**config.mk**
```make
export PLATFORM = sky130hd
export DESIGN_NAME = periodic_task_tick_scheduler
export DESIGN_NICKNAME = d
export VERILOG_FILES = /design/src/design/pts_pkg.sv /design/src/design/pts_div.sv /design/src/design/pts_ctrl.sv /design/src/design/pts_dp.sv /design/src/design/periodic_task_tick_scheduler.sv
export SDC_FILE = /design/constraint.sdc
export NUM_CORES = 1
export LEC_CHECK = 0
export ABC_CLOCK_PERIOD_IN_PS = 9050
export BUFFER_PORTS_ARGS = -buffer_cell sky130_fd_sc_hd__clkbuf_2
export CAP_MARGIN = 25
export CORE_UTILIZATION = 45
export CTS_CLUSTER_DIAMETER = 40
export CTS_CLUSTER_SIZE = 12
export DETAILED_ROUTE_END_ITERATION = 7
export PLACE_DENSITY = 0.69
export REMOVE_ABC_BUFFERS = 1
export SLEW_MARGIN = 15
export SYNTH_ARGS = -nofsm -noshare
export SYNTH_HDL_FRONTEND = slang
export SYNTH_SLANG_ARGS = --single-unit
```
**constraint.sdc**
```tcl
create_clock -name clk -period 9.05 [get_ports clk]
set_clock_uncertainty 0.05 [all_clocks]
set_input_delay 0.905 -clock clk [delete_from_list [all_inputs] [get_ports clk]]
set_output_delay 0.905 -clock clk [all_outputs]
set_load 0.03 [all_outputs]
```
**src/design/pts_pkg.sv**
```systemverilog
// Shared types and constants for the periodic task tick scheduler.
// The command codes, payload structs, FSM states and control/status bundles
// are used across the other files; pts_div uses only the step count.
`timescale 1ns / 1ps
`default_nettype none

package pts_pkg;

	localparam int TASK_COUNT_DEF = 8;
	localparam logic [9:0] MS_TO_US = 10'd1000;
	localparam logic [7:0] TICK_PERIOD_RST = 8'd1;
	localparam int DIV_STEPS = 32;

	typedef enum logic [2:0] {
		CMD_TICK        = 3'd0,
		CMD_PER_TICKS   = 3'd1,
		CMD_PER_US      = 3'd2,
		CMD_PER_MS      = 3'd3,
		CMD_SET_ACTIVE  = 3'd4,
		CMD_TAKE_RUN    = 3'd5,
		CMD_READ_ACTIVE = 3'd6
	} cmd_t;

	typedef struct packed {
		cmd_t        command;
		logic [2:0]  task_index;
		logic [31:0] value;
	} req_t;

	typedef struct packed {
		logic run_now;
		logic task_active;
	} res_t;

	typedef enum logic [2:0] {
		ST_IDLE,
		ST_PREP,
		ST_DIV,
		ST_EXEC,
		ST_RD,
		ST_UPD
	} state_t;

	// controller to datapath
	typedef struct packed {
		logic load;
		logic div_start;
		logic exec;
		logic walk_rd;
		logic walk_upd;
	} ctl_t;

	// datapath to controller
	typedef struct packed {
		logic div_done;
		logic walk_last;
	} stat_t;

endpackage

`default_nettype wire

```
**src/design/pts_div.sv**
```systemverilog
// Restoring divider, 32-bit dividend by 8-bit divisor, one quotient bit a cycle.
// Uses pts_pkg for the step count. A zero divisor yields an all-ones quotient.
`timescale 1ns / 1ps
`default_nettype none

module pts_div (
	input  wire logic        clk,
	input  wire logic        arst_n,
	input  wire logic        start,
	input  wire logic [31:0] dividend,
	input  wire logic [7:0]  divisor,
	output logic      [31:0] quotient,
	output logic             done
);

	localparam int CW = $clog2(pts_pkg::DIV_STEPS);

	logic          run_q;
	logic          done_q;
	logic [CW-1:0] cnt_q;
	logic [31:0]   q_q;
	logic [7:0]    rem_q;

	logic [8:0] shifted;
	logic [8:0] diff;
	logic       fits;

	assign shifted = {rem_q, q_q[31]};
	assign diff    = shifted - {1'b0, divisor};
	assign fits    = (shifted >= {1'b0, divisor});

	always_ff @(posedge clk or negedge arst_n) begin
		if (!arst_n) begin
			run_q  <= 1'b0;
			done_q <= 1'b0;
			cnt_q  <= '0;
		end else begin
			done_q <= 1'b0;
			if (start) begin
				run_q <= 1'b1;
				cnt_q <= '0;
			end else if (run_q) begin
				cnt_q <= cnt_q + 1'b1;
				if (cnt_q == CW'(pts_pkg::DIV_STEPS - 1)) begin
					run_q  <= 1'b0;
					done_q <= 1'b1;
				end
			end
		end
	end

	// shift dividend bits out the top, quotient bits in at the bottom
	always_ff @(posedge clk) begin
		if (start) begin
			q_q   <= dividend;
			rem_q <= '0;
		end else if (run_q) begin
			q_q   <= {q_q[30:0], fits};
			rem_q <= fits ? diff[7:0] : shifted[7:0];
		end
	end

	assign quotient = q_q;
	assign done     = done_q;

endmodule

`default_nettype wire

```
**src/design/pts_ctrl.sv**
```systemverilog
// Controller FSM for the tick scheduler: sequences accept, conversion,
// command execution and the per-task tick walk. Uses pts_pkg types.
`timescale 1ns / 1ps
`default_nettype none

module pts_ctrl (
	input  wire logic         clk,
	input  wire logic         arst_n,
	input  wire logic         start,
	input  wire pts_pkg::cmd_t command,
	input  wire pts_pkg::stat_t stat,
	output pts_pkg::ctl_t     ctl,
	output logic              busy
);

	pts_pkg::state_t state_q;
	pts_pkg::state_t state_d;

	always_ff @(posedge clk or negedge arst_n) begin
		if (!arst_n) begin
			state_q <= pts_pkg::ST_IDLE;
		end else begin
			state_q <= state_d;
		end
	end

	always_comb begin
		state_d = state_q;
		ctl     = '0;
		busy    = 1'b1;
		case (state_q)
			pts_pkg::ST_IDLE: begin
				busy = 1'b0;
				if (start) begin
					ctl.load = 1'b1;
					case (command)
						pts_pkg::CMD_TICK:   state_d = pts_pkg::ST_RD;
						pts_pkg::CMD_PER_US: state_d = pts_pkg::ST_PREP;
						pts_pkg::CMD_PER_MS: state_d = pts_pkg::ST_PREP;
						default:             state_d = pts_pkg::ST_EXEC;
					endcase
				end
			end
			pts_pkg::ST_PREP: begin
				ctl.div_start = 1'b1;
				state_d       = pts_pkg::ST_DIV;
			end
			pts_pkg::ST_DIV: begin
				if (stat.div_done) begin
					state_d = pts_pkg::ST_EXEC;
				end
			end
			pts_pkg::ST_EXEC: begin
				ctl.exec = 1'b1;
				state_d  = pts_pkg::ST_IDLE;
			end
			pts_pkg::ST_RD: begin
				ctl.walk_rd = 1'b1;
				state_d     = pts_pkg::ST_UPD;
			end
			pts_pkg::ST_UPD: begin
				ctl.walk_upd = 1'b1;
				state_d      = stat.walk_last ? pts_pkg::ST_IDLE : pts_pkg::ST_RD;
			end
			default: begin
				state_d = pts_pkg::ST_IDLE;
			end
		endcase
	end

endmodule

`default_nettype wire

```
**src/design/pts_dp.sv**
```systemverilog
// Datapath for the tick scheduler: task flags, countdown/reload memory,
// unit conversion (multiply and pts_div) and the result register. Uses pts_pkg.
`timescale 1ns / 1ps
`default_nettype none

module pts_dp #(
	parameter int TASK_COUNT = pts_pkg::TASK_COUNT_DEF
) (
	input  wire logic          clk,
	input  wire logic          arst_n,
	input  wire pts_pkg::ctl_t ctl,
	output pts_pkg::stat_t     stat,
	input  wire pts_pkg::req_t request,
	input  wire logic          cfg_we,
	input  wire logic [7:0]    cfg_data,
	output pts_pkg::res_t      result,
	output logic               done
);

	localparam int IW = (TASK_COUNT > 1) ? $clog2(TASK_COUNT) : 1;

	pts_pkg::req_t   req_q;
	pts_pkg::res_t   result_q;
	logic            done_q;
	logic [7:0]      tick_q;
	logic [TASK_COUNT-1:0] active_q;
	logic [TASK_COUNT-1:0] pending_q;
	logic [TASK_COUNT-1:0] valid_q;
	logic [IW-1:0]   walk_q;

	// word = {reload, countdown}
	logic [63:0] mem [TASK_COUNT];
	logic [63:0] rd_q;
	logic        rd_valid_q;

	logic [IW+2:0] idx_ext;
	logic [IW-1:0] sel;
	logic          in_range;
	logic          walk_last;

	logic [31:0] prod;
	logic [31:0] dividend;
	logic [31:0] quot;
	logic        div_done;
	logic [31:0] per_ticks;
	logic [31:0] per_m1;
	logic        is_period;

	logic [31:0] cnt;
	logic [31:0] rel;
	logic        cnt_zero;

	logic        ex_run;
	logic        ex_act;

	logic        mem_we;
	logic [IW-1:0] mem_wa;
	logic [63:0] mem_wd;

	assign idx_ext   = {{IW{1'b0}}, req_q.task_index};
	assign sel       = idx_ext[IW-1:0];
	assign in_range  = (idx_ext < (IW+3)'(TASK_COUNT));
	assign walk_last = (walk_q == IW'(TASK_COUNT - 1));

	// milliseconds to microseconds, kept modulo 2^32
	assign prod     = req_q.value * 32'(pts_pkg::MS_TO_US);
	assign dividend = (req_q.command == pts_pkg::CMD_PER_MS) ? prod : req_q.value;

	pts_div u_div (
		.clk      (clk),
		.arst_n   (arst_n),
		.start    (ctl.div_start),
		.dividend (dividend),
		.divisor  (tick_q),
		.quotient (quot),
		.done     (div_done)
	);

	assign is_period = (req_q.command == pts_pkg::CMD_PER_TICKS)
	                || (req_q.command == pts_pkg::CMD_PER_US)
	                || (req_q.command == pts_pkg::CMD_PER_MS);
	assign per_ticks = (req_q.command == pts_pkg::CMD_PER_TICKS) ? req_q.value : quot;
	assign per_m1    = per_ticks - 32'd1;

	// an entry never written reads as zero
	assign cnt      = rd_valid_q ? rd_q[31:0]  : 32'd0;
	assign rel      = rd_valid_q ? rd_q[63:32] : 32'd0;
	assign cnt_zero = (cnt == 32'd0);

	always_comb begin
		ex_run = 1'b0;
		ex_act = in_range ? active_q[sel] : 1'b0;
		case (req_q.command)
			pts_pkg::CMD_PER_TICKS,
			pts_pkg::CMD_PER_US,
			pts_pkg::CMD_PER_MS:     ex_act = 1'b1;
			pts_pkg::CMD_SET_ACTIVE: ex_act = (req_q.value != 32'd0);
			pts_pkg::CMD_TAKE_RUN:   ex_run = in_range ? pending_q[sel] : 1'b0;
			default:                 ;
		endcase
		ex_run = ex_run & in_range;
		ex_act = ex_act & in_range;
	end

	always_comb begin
		mem_we = 1'b0;
		mem_wa = sel;
		mem_wd = {per_m1, per_m1};
		if (ctl.exec && is_period && in_range) begin
			mem_we = 1'b1;
		end else if (ctl.walk_upd && active_q[walk_q]) begin
			mem_we = 1'b1;
			mem_wa = walk_q;
			mem_wd = cnt_zero ? {rel, rel} : {rel, cnt - 32'd1};
		end
	end

	always_ff @(posedge clk) begin
		if (mem_we) begin
			mem[mem_wa] <= mem_wd;
		end
		if (ctl.walk_rd) begin
			rd_q       <= mem[walk_q];
			rd_valid_q <= valid_q[walk_q];
		end
		if (ctl.load) begin
			req_q <= request;
		end
	end

	always_ff @(posedge clk or negedge arst_n) begin
		if (!arst_n) begin
			tick_q    <= pts_pkg::TICK_PERIOD_RST;
			active_q  <= '0;
			pending_q <= '0;
			valid_q   <= '0;
			walk_q    <= '0;
			done_q    <= 1'b0;
			result_q  <= '0;
		end else begin
			done_q <= 1'b0;
			if (cfg_we) begin
				tick_q <= cfg_data;
			end
			if (ctl.load) begin
				walk_q <= '0;
			end
			if (ctl.exec) begin
				done_q   <= 1'b1;
				result_q <= '{run_now: ex_run, task_active: ex_act};
				if (in_range) begin
					case (req_q.command)
						pts_pkg::CMD_PER_TICKS,
						pts_pkg::CMD_PER_US,
						pts_pkg::CMD_PER_MS: begin
							active_q[sel] <= 1'b1;
							valid_q[sel]  <= 1'b1;
						end
						pts_pkg::CMD_SET_ACTIVE: active_q[sel]  <= (req_q.value != 32'd0);
						pts_pkg::CMD_TAKE_RUN:   pending_q[sel] <= 1'b0;
						default:                 ;
					endcase
				end
			end
			if (ctl.walk_upd) begin
				if (active_q[walk_q]) begin
					valid_q[walk_q] <= 1'b1;
					if (cnt_zero) begin
						pending_q[walk_q] <= 1'b1;
					end
				end else begin
					pending_q[walk_q] <= 1'b0;
				end
				if (walk_last) begin
					done_q   <= 1'b1;
					result_q <= '0;
				end else begin
					walk_q <= walk_q + 1'b1;
				end
			end
		end
	end

	assign stat.div_done  = div_done;
	assign stat.walk_last = walk_last;
	assign result         = result_q;
	assign done           = done_q;

endmodule

`default_nettype wire

```
**src/design/periodic_task_tick_scheduler.sv**
```systemverilog
// Periodic task tick scheduler. Result is strobed on done in the cycle after the last work cycle.
// Set period in ticks, set/take/read flags: accept in IDLE, execute in EXEC, done back in IDLE.
// Period in us or ms: accept, PREP, DIV and EXEC, through the 32-step serial divider (one quotient bit a cycle).
// Tick: accept, then an RD and an UPD state per task, one memory read per task and one write per active task.
// Receiver cannot stall; the next start is taken in the cycle done is shown.
// Async reset clears flags and FSM, tick period resets to 1; countdowns read as zero until set.
`timescale 1ns / 1ps
`default_nettype none

module periodic_task_tick_scheduler #(
	parameter int TASK_COUNT = pts_pkg::TASK_COUNT_DEF
) (
	input  wire logic          clk,
	input  wire logic          arst_n,
	input  wire logic          start,
	output logic               busy,
	input  wire pts_pkg::req_t request,
	output logic               done,
	output pts_pkg::res_t      result,
	input  wire logic          cfg_valid,
	output logic               cfg_ready,
	input  wire logic [7:0]    cfg_data
);

	pts_pkg::ctl_t  ctl;
	pts_pkg::stat_t stat;

	assign cfg_ready = 1'b1;

	pts_ctrl u_ctrl (
		.clk     (clk),
		.arst_n  (arst_n),
		.start   (start),
		.command (request.command),
		.stat    (stat),
		.ctl     (ctl),
		.busy    (busy)
	);

	pts_dp #(
		.TASK_COUNT (TASK_COUNT)
	) u_dp (
		.clk      (clk),
		.arst_n   (arst_n),
		.ctl      (ctl),
		.stat     (stat),
		.request  (request),
		.cfg_we   (cfg_valid & cfg_ready),
		.cfg_data (cfg_data),
		.result   (result),
		.done     (done)
	);

`ifndef SYNTHESIS
	a_done_idle: assert property (@(posedge clk) disable iff (!arst_n)
		done |-> !busy)
		else $error("result strobed while busy");

	a_accept_busy: assert property (@(posedge clk) disable iff (!arst_n)
		(start && !busy) |=> busy)
		else $error("accepted transfer did not raise busy");

	a_done_pulse: assert property (@(posedge clk) disable iff (!arst_n)
		done |=> !done)
		else $error("result strobe longer than one cycle");

	a_no_spurious_done: assert property (@(posedge clk) disable iff (!arst_n)
		(!busy && !$past(busy)) |-> !done)
		else $error("result strobe without a transfer in progress");
`endif

endmodule

`default_nettype wire
```
==> flow_summary.json <==
{
  "cellPowerDensity_nw_per_um2": 324,
  "drt_iter0_markers": 2465,
  "start_util": 0.457,
  "htreeDepth": 3,
  "via_per_inst": 6.08,
  "swShare": 0.338,
  "cts.path.max_buffers": 3,
  "switchingPower_mw": 4.13,
  "synthDistinctLibCells": 80,
  "place_hpwl_um": 50800,
  "clk_latency_ns": 0.65,
  "peakVddDrop_v": 0.000257,
  "io_buffers": 53,
  "ant_nets": 0,
  "clock-sinks": 703,
  "final_cell_count_no_fill": 3553,
  "syn_inst": 2451,
  "setup_viol": 0,
  "clkTransAtPathRegs_ns": 0.05,
  "coreArea_um2": 71900,
  "routed_wl_um": 85500,
  "slew-limit-headroom": 0.245,
  "maxCapViolations": 0,
  "cts_root_buf": "clkbuf_16",
  "vias": 21607,
  "intPower_mw": 8.08,
  "clkPwrFrac": 0.319,
  "grt_pass1_vias": 22140,
  "multi_input_area_um2": 11000,
  "placed_cells": 3371,
  "async_flop_share": 0.0683,
  "antenna_found_initial": 0,
  "gr-total-overflow": 0,
  "die-area_um2": 74100,
  "ys.flop_type": "edfxtp_1",
  "area_delta_synth_final_pct": 14.5,
  "rows": 98,
  "seq_area_um2": 20800,
  "route.detailed.drc": 0,
  "cts_buffers": 99,
  "cp.required_ns": 9.37,
  "nNetsFinal": 2748,
  "p_seq_frac": 0.358,
  "die_w_um": 272,
  "drt-pass1-iter-count": 5,
  "synth_area_um2": 32800,
  "cp_slowest_cell": "fa_1",
  "die_y_um": 272,
  "post_cts_buffers": 0,
  "final_cell_mix": "647 x edfxtp_1, 277 x a22oi_1, 169 x inv_1",
  "worst_pin_slew_ns": 1.13,
  "synth_edf_count": 647,
  "grt_first_pass_wirelength_um": 132000,
  "setup-tns-final_ns": 0,
  "final_common_cell": "edfxtp_1",
  "worstSetupEndpointType": "flip-flop",
  "n_fill_cell": 6005,
  "synth.avg_cell_area_um2": 13.4,
  "wl_per_cell_um": 24.1,
  "min_period_ns": 5.36,
  "layout-drive-gt1-share": 0.118,
  "cts_resized": 0,
  "hold_slack_ns": 0.324,
  "io_pins": 55,
  "yosysWarningCount": 0,
  "post-route-period-util": 0.592,
  "max_stage_delay_ns": 0.56,
  "comb_power_share": 0.323,
  "worst-setup-path-type": "reg -> reg",
  "worstPathMaxFanout": 8,
  "cp_data_arrival_time_ns": 5.68,
  "drv_slew": 0,
  "gp_congestion": 0.954,
  "min-delay-path-class": "in -> async",
  "synth_seq_cells": 703,
  "hold_buffers": 0,
  "max_freq_mhz": 187,
  "power.total_mw": 12.2,
  "cts_tree": "yes",
  "status": "completed",
  "ys_seq_area_frac": 0.633,
  "cp-start-kind": "flip-flop",
  "grt_use_total": 0.232,
  "n_antenna_cell": 0,
  "grt_max_degree": 69,
  "hold_viol_final": 0,
  "critical_path.cell_chain": "inv_1, fa_1, fa_1, fa_1, fa_1, inv_1, ha_1, a211o_1, a31o_2, a41oi_1, a31o_2, o31a_1, o21ai_0, nor4_1, a311oi_1",
  "rsz0062_at_grt": "false",
  "leakage_nw": 13.2,
  "cpMostUsedCell": "fa_1"
}
## path summary, 6_finish.rpt
kind | start | endpoint | slack (ns) | cells after the start
setup / recovery | u_dp.req_q[2]$_DFFE_PP_ | u_dp.u_div.quotient[30]$_DFFE_PP_ | 3.69 | 15
min in group clk | request[24] | u_dp.req_q[24]$_DFFE_PP_ | 0.38 | 1
max in group asynchronous | arst_n | u_dp.valid_q[5]$_DFF_PN0_ | 8.20 | 2
hold / removal | arst_n | u_dp.tick_q[2]$_DFFE_PN0P_ | 0.32 | 2
hold reg to reg | u_dp.valid_q[6]$_DFF_PN0_ | u_dp.valid_q[6]$_DFF_PN0_ | 0.43 | 2
setup reg to reg | u_dp.req_q[2]$_DFFE_PP_ | u_dp.u_div.quotient[30]$_DFFE_PP_ | 3.69 | 15
## flip-flops by register name (all words and copies together) (netlist names), 2 cells and up
name and flops:
u_dp.valid_q 8, u_ctrl.state_q 3, u_dp.active_q 8, u_dp.tick_q 8, u_dp.mem 512, u_dp.pending_q 8
u_dp.u_div.rem_q 8, u_dp.sel 3, u_dp.result 2, u_dp.u_div.quotient 32, u_dp.rd_q 64, u_dp.req_q 35
u_dp.walk_q 3, u_dp.u_div.cnt_q 5
## synth_stat cells (6+ instances only)
cell      count  area [um^2]
nor2_1      108          405
nand2_1     168          631
nor2b_1       7         43.8
a211oi_1     10         75.1
nand2b_1     12         75.1
and2_1       12         75.1
o211ai_1      8         60.1
o21ai_0     108          541
a22oi_1     277         2080
inv_1       169          634
o21a_1       12         90.1
ha_1         83         1040
a21oi_1     109          546
nand4b_1      6         52.6
clkbuf_1     93          349
nor3_1       35          175
a31oi_1      17          106
o22ai_1      11         68.8
o31ai_1       8         60.1
xnor2_1      35          307
dfxtp_1       8          160
fa_1         92         1840
or3_1        16          100
mux2i_1      38          380
xor2_1       34          298
a22o_1       13          114
edfxtp_1    647        19400
a21o_1       11         82.6
dfrtp_1      47         1180
buf_1        16         60.1
and3_1       11         68.8
a221o_1       7         70.1
nor4_1        8         50.1
nand3b_1      6         45.0
nand4_1      78          488
nand3_1      32          160
## kinds of logic after synthesis
group,synth area share
compound gates,0.133
xor+xnor,0.0184
fa+ha+maj,0.0877
buf+inv,0.0350
flops,0.633
mux,0.0136
other cells,0.000114
simple gates,0.0791
## worst max-delay path: cells and delay by family, from the launching register on
family          cells  cell delay (ns)
fa+ha+maj           5             2.44
compound gates      7             1.60
buf+inv             2             0.23
flops               1             0.55
simple gates        1             0.23
## power groups by stage
| stage | registers, mW | clock network (mW) | logic, mW |
|---|---|---|---|
| 2_1_floorplan | 4.36 | 0 | 2.85 |
| 3_3_place_gp | 4.41 | 0 | 3.78 |
| 3_5_place_dp | 4.43 | 0 | 3.88 |
| 4_1_cts | 4.36 | 3.93 | 3.90 |
| 5_1_grt | 4.39 | 4.07 | 4.40 |
| 6_report | 4.37 | 3.89 | 3.94 |
## final cells by class
type / count / area share
Tap cell: 950 / 0.0316
Clock buffer: 112 / 0.0677
Multi-Input combinational cell: 1456 / 0.293
Sequential cell: 703 / 0.553
Inverter: 170 / 0.0170
Clock inverter: 69 / 0.0218
Timing Repair Buffer: 93 / 0.0160
## stage by stage
step	cell area (um^2)	utilization	setup slack, ns
3_5_place_dp	34200	0.476	3.76
2_1_floorplan	32300	-	3.02
3_3_place_gp	34200	0.476	3.88
6_report	37600	0.524	3.69
5_1_grt	37600	0.524	3.46
4_1_cts	37600	0.523	3.75
## metal layers
| metal | GRT usage | vias to the layer above | wire length (um) |
|---|---|---|---|
| met5 | 0 | - | 0 |
| met4 | 0.0853 | 0 | 2540 |
| met3 | 0.0378 | 177 | 7250 |
| met2 | 0.381 | 1118 | 41300 |
| met1 | 0.311 | 10797 | 34400 |
| li1 | - | 9515 | - |
Power figures use the tool's default switching activity.
